$ cat src/design/spatial_dilemma_automaton_step_core_assert.svh
// assertion macros for the spatial dilemma automaton step core
// used by the top level; expects clk and rst_n in scope
`ifndef SPATIAL_DILEMMA_AUTOMATON_STEP_CORE_ASSERT_SVH
`define SPATIAL_DILEMMA_AUTOMATON_STEP_CORE_ASSERT_SVH

// same-cycle implication, off during reset
`define SDAS_SAME(lbl, ante, cons, msg) \
  lbl: assert property (@(posedge clk) disable iff (!rst_n) (ante) |-> (cons)) \
    else $error(msg);

// next-cycle implication, off during reset
`define SDAS_NEXT(lbl, ante, cons, msg) \
  lbl: assert property (@(posedge clk) disable iff (!rst_n) (ante) |=> (cons)) \
    else $error(msg);

`endif

$ cat src/design/sdas_pkg.sv
// shared types and constants for the spatial dilemma automaton step core
// no dependencies
package sdas_pkg;

  localparam int SIDE      = 64;
  localparam int ROW_W     = $clog2(SIDE);
  localparam int CELLS     = SIDE * SIDE;
  localparam int CNT_W     = 13;
  localparam int PAY_W     = 12;
  localparam int NCNT_W    = 4;
  localparam int SCORE_W   = PAY_W + NCNT_W;
  localparam int WIN       = 5;
  localparam int SWEEP_END = SIDE + 2;
  localparam int SEL_LAG   = 3;
  localparam int J_W       = $clog2(SWEEP_END + 1);
  localparam int REG_REWARD_RST = 256;
  localparam int REG_TEMPT_RST  = 461;

  typedef enum logic [1:0] {
    CMD_WRITE = 2'd0,
    CMD_READ  = 2'd1,
    CMD_GEN   = 2'd2
  } cmd_t;

  typedef enum logic {
    REG_REWARD = 1'b0,
    REG_TEMPT  = 1'b1
  } reg_idx_t;

  typedef enum logic [2:0] {
    ST_IDLE,
    ST_ACCESS,
    ST_LOAD_REQ,
    ST_LOAD_DATA,
    ST_SWEEP,
    ST_STORE
  } state_t;

  // per-cycle control shared by every column cell
  typedef struct packed {
    logic load;
    logic rotate;
    logic unwind;
  } cell_ctrl_t;

endpackage

$ cat src/design/sdas_cell.sv
// one column cell of the window chain: five rows of strategy bits
// depends on sdas_pkg
module sdas_cell import sdas_pkg::*; (
  input  logic             clk,
  input  cell_ctrl_t       ctrl,
  input  logic [WIN-1:0]   nb_next,
  input  logic [WIN-1:0]   nb_back,
  input  logic             load_bit,
  output logic [WIN-1:0]   col
);

  logic [WIN-1:0] col_r, col_nxt;

  // new row enters at the top, oldest drops out at bit zero
  always_comb begin
    if (ctrl.load) begin
      col_nxt = {load_bit, col_r[WIN-1:1]};
    end else if (ctrl.rotate) begin
      col_nxt = nb_next;
    end else if (ctrl.unwind) begin
      col_nxt = nb_back;
    end else begin
      col_nxt = col_r;
    end
  end

  always_ff @(posedge clk) begin
    col_r <= col_nxt;
  end

  assign col = col_r;

endmodule

$ cat config.mk
export PLATFORM = sky130hd
export DESIGN_NAME = sdas_cell
export DESIGN_NICKNAME = d
export VERILOG_FILES = /design/src/design/spatial_dilemma_automaton_step_core_assert.svh /design/src/design/sdas_pkg.sv /design/src/design/sdas_cell.sv
export SDC_FILE = /design/constraint.sdc
export NUM_CORES = 1
export LEC_CHECK = 0
export ABC_AREA = 1
export BUFFER_PORTS_ARGS = -buffer_cell sky130_fd_sc_hd__buf_2
export CAP_MARGIN = 25
export CORE_AREA = 2 2 39 41
export CTS_CLUSTER_SIZE = 12
export DETAILED_ROUTE_END_ITERATION = 8
export DIE_AREA = 0 0 41 43
export GPL_ROUTABILITY_DRIVEN = 0
export PLACE_DENSITY = 0.45
export SETUP_SLACK_MARGIN = 0.5
export SYNTH_ARGS = -nofsm -noshare
export SYNTH_HDL_FRONTEND = slang
export SYNTH_SLANG_ARGS = --single-unit
$ cat constraint.sdc
create_clock -name clk -period 1.5 [get_ports clk]
set_clock_uncertainty 0.1 [all_clocks]
set_input_delay 0.3 -clock clk [delete_from_list [all_inputs] [get_ports clk]]
set_output_delay 0.3 -clock clk [all_outputs]
set_load 0.02 [all_outputs]
Word level (Yosys, flattened, before mapping)
Index checks and enable logic that the tools add are counted.
{"block": "op_classes", "muxes": 3, "reduce_logical": 1}
{"operator": "$mux W5", "count": 3}
{"operator": "$reduce_bool A3 Y1", "count": 1}
{"block": "totals", "wordCells": 5, "ff_bits": 5}

Logic depth before layout (Yosys ltp)
{"block": "depth", "ltp_word": 3, "mapped_depth": 4}

Worst setup path before layout
Ideal clock, no wire load.
{"block": "synth_path", "path_kind": "reg2reg", "start": "register col_r[1], in the netlist col[1]", "end": "register col_r[0], in the netlist col[0], data pin", "arrival_time_ns": 0.613, "setup_time_ns": 0.253, "slack_ns": 0.534, "path_buffers": 0, "stages_incl_launch_ff": 3, "path_cell_list": "edfxtp_1 -> nand2_1 -> nand2_1"}
{"block": "synth_between", "elab_chain_cells": 1}
{"element": "from (decl)", "line": "sdas_cell.sv:12", "source": "logic [WIN-1:0] col_r, col_nxt;"}
{"element": "from (signal assigned)", "line": "sdas_cell.sv:28", "source": "col_r <= col_nxt;"}
{"element": "$mux W5", "line": "sdas_cell.sv:16", "source": "if (ctrl.load) begin"}
{"element": "net col_nxt[0]", "line": "sdas_cell.sv:12"}
The timed path passes the listed nets, and every way through them passes these cells.
A chain may end at the register's enable or synchronous reset.

Final worst setup path
{"block": "layout_path", "start": "register col_r[4], in the netlist col[4]", "end": "output port col[4]"}
{"element": "to (decl)", "line": "sdas_cell.sv:9", "source": "output logic [WIN-1:0] col"}
No word-level cell between the ends.

==> reports/qor.yml <==
worstSetupStartpoint: "col[4]$_DFFE_PP_"
syn2layout_area_growth_pct: 77.02
finalNonFillerCells: 89
chipWidth_microns: 41
whs_ps: 248.5
antenna_found_initial: 0
yosysWarnings: 0
cts_buffers: 3
synth_edf_count: 5
hold_buffers: 0
nets: 89
grt.total_usage_pct: 9.879
yosysTopAreaCell: "edfxtp_1"
cts.sinks: 5
ys_ff_latch: 5
synth.top_cells.by_count: "20 x nand2_1, 10 x inv_1, 5 x edfxtp_1, 4 x nand3_1, 2 x inv_2"
period_needed_ps: 1199
synthMostInstantiatedCell: "nand2_1"
synthDistinctLibCells: 8
worst_slack_ps: 300.6
route.detailed.drc: 0
min_period_over_period_pct: 79.96
worst_ir_drop_vdd_mv: 0.2107
stdcell_area_sq_um: 549.3
drive_gt1_share_pct: 49.32
crit_required_ps: 1100
synth-async-reset-ratio_pct: 0
hold_viol: 0
synth_ff_type: "edfxtp_1"
min_from: "load_bit"
cts_tree: "done"
dp_cells: 79
maxCapViolations: 0
drt_pass1_iterations: 4
r2r_start: "col[2]$_DFFE_PP_"
largest_reg_flops: 5
hpwlAfterDp_microns: 549
clk_latency_ps: 240
synth_cells: 44
clockBufferDepth: 2
vias: 343
nFillCells: 152
drtIter0Drc: 11
report.final.slew_viol_count: 0
power_frac_comb_pct: 31.1
switchingPower_mw: 0.1305
max_freq_mhz: 833.8
syn-cell-area_sq_um: 310.3
ys_seq_area_share_pct: 48.39
internal-power_mw: 0.3620
detail_route.wl_per_cell_microns: 8.180
die_area_sq_um: 1763
drtAntennaViolNets: 0
mappedNetlistNets: 59
via_per_inst: 3.854
critPathBufInv: 1
core-area_sq_um: 1384
finalPower_mw: 0.4924
die_h_microns: 43
crit_path_end_kind: "output port"
initial_core_util_pct: 22.42
pre_cts_slack_ps: 359.6
rsz0062_at_grt: "yes"
wl_microns: 728
worstMarginPinSlew_ps: 214.8
hold_class: "input port to register"
path_cells: "buf_6"
slowest_delay_ps: 410
leakage_nw: 0.3187
crit_fanout: 2
power_frac_clock_pct: 31.0
status: "completed"
arrival_ps: 800
port_buffers: 19
critical_path_class: "register to output port"
tns_ps: 0
gr-total-overflow: 0
grt_max_degree: 8
start_kind: "register"
synth_area_leaders: "edfxtp_1 48%, nand2_1 24%, inv_1 12%, nand3_1 6.5%, nand3_2 3.2%"
cts.clk_slew.worst_paths_ps: 40
grt_pass1_wl_microns: 1097
seqPwrFrac_pct: 37.9
swShare_pct: 26.50
syn_avg_cell_area_sq_um: 7.052
row_count: 14
p_per_area_nw_per_um2: 896.5
cts_max_level: 1
placed_cell_area_sq_um: 425.4
cp_slowest_cell: "edfxtp_1"
final_util_pct: 39.69
grt_pass1_vias: 289
antennaDiodeCount: 0
setup_violations: 0
io_pins: 20
clock-root-buffer: "clkbuf_4"
critPathTopFamily: "flip-flops"
synth.top_cell.area_share_pct: 48.39
relSlewSlack_pct: 85.64
## path summary, 6_finish.rpt
check,to,slack [ps],depth (start not counted)
setup / recovery,col[4],300,1
setup reg to reg,col[1]$_DFFE_PP_,410,4
hold reg to reg,col[2]$_DFFE_PP_,560,3
hold / removal,col[4]$_DFFE_PP_,250,3
## cell families after synthesis
| group | Yosys count | synth area share, % |
|---|---|---|
| and+or+nand+nor | 27 | 37.10 |
| buffers and inverters | 12 | 14.52 |
| DFF | 5 | 48.39 |
## placed cells by master (no fill, tap or decap), drive strengths merged
master,count
buf,25
clkbuf,4
edfxtp,5
inv,12
nand2,21
nand3,5
nor2,1
## per-layer routing
metal	up-vias	wire, microns	track usage [%]
met1	145	323	11.07
met3	0	31	3.141
met2	10	372	13.44
li1	188	-	-
met5	-	0	0
met4	0	0	10.00
## repair_timing
action / 4_1_cts / 5_1_grt
cloned: 0 / 0
buffers inserted: 4 / 2
pin swaps: 0 / 3
gates resized for setup: 8 / 9
setup endpoints to repair: 5 / 9
## power groups by stage
stage               Sequential [mW]  Combinational [mW]  Clock (mW)
detailed placement            0.185              0.0952           0
floorplan                     0.206              0.0314           0
finish                        0.187               0.153       0.152
global placement              0.185              0.0956           0
CTS                           0.185               0.129       0.159
global route                  0.188               0.167       0.174
## layout make-up
type / count / area (sq um) / share of cell area, %
Clock buffer: 4 / 26.28 / 4.784
Inverter: 12 / 45.04 / 8.200
Multi-Input combinational cell: 27 / 125.1 / 22.78
Sequential cell: 5 / 150.1 / 27.33
Tap cell: 16 / 20.02 / 3.645
Timing Repair Buffer: 25 / 182.7 / 33.26
Power figures use the tool's default switching activity.
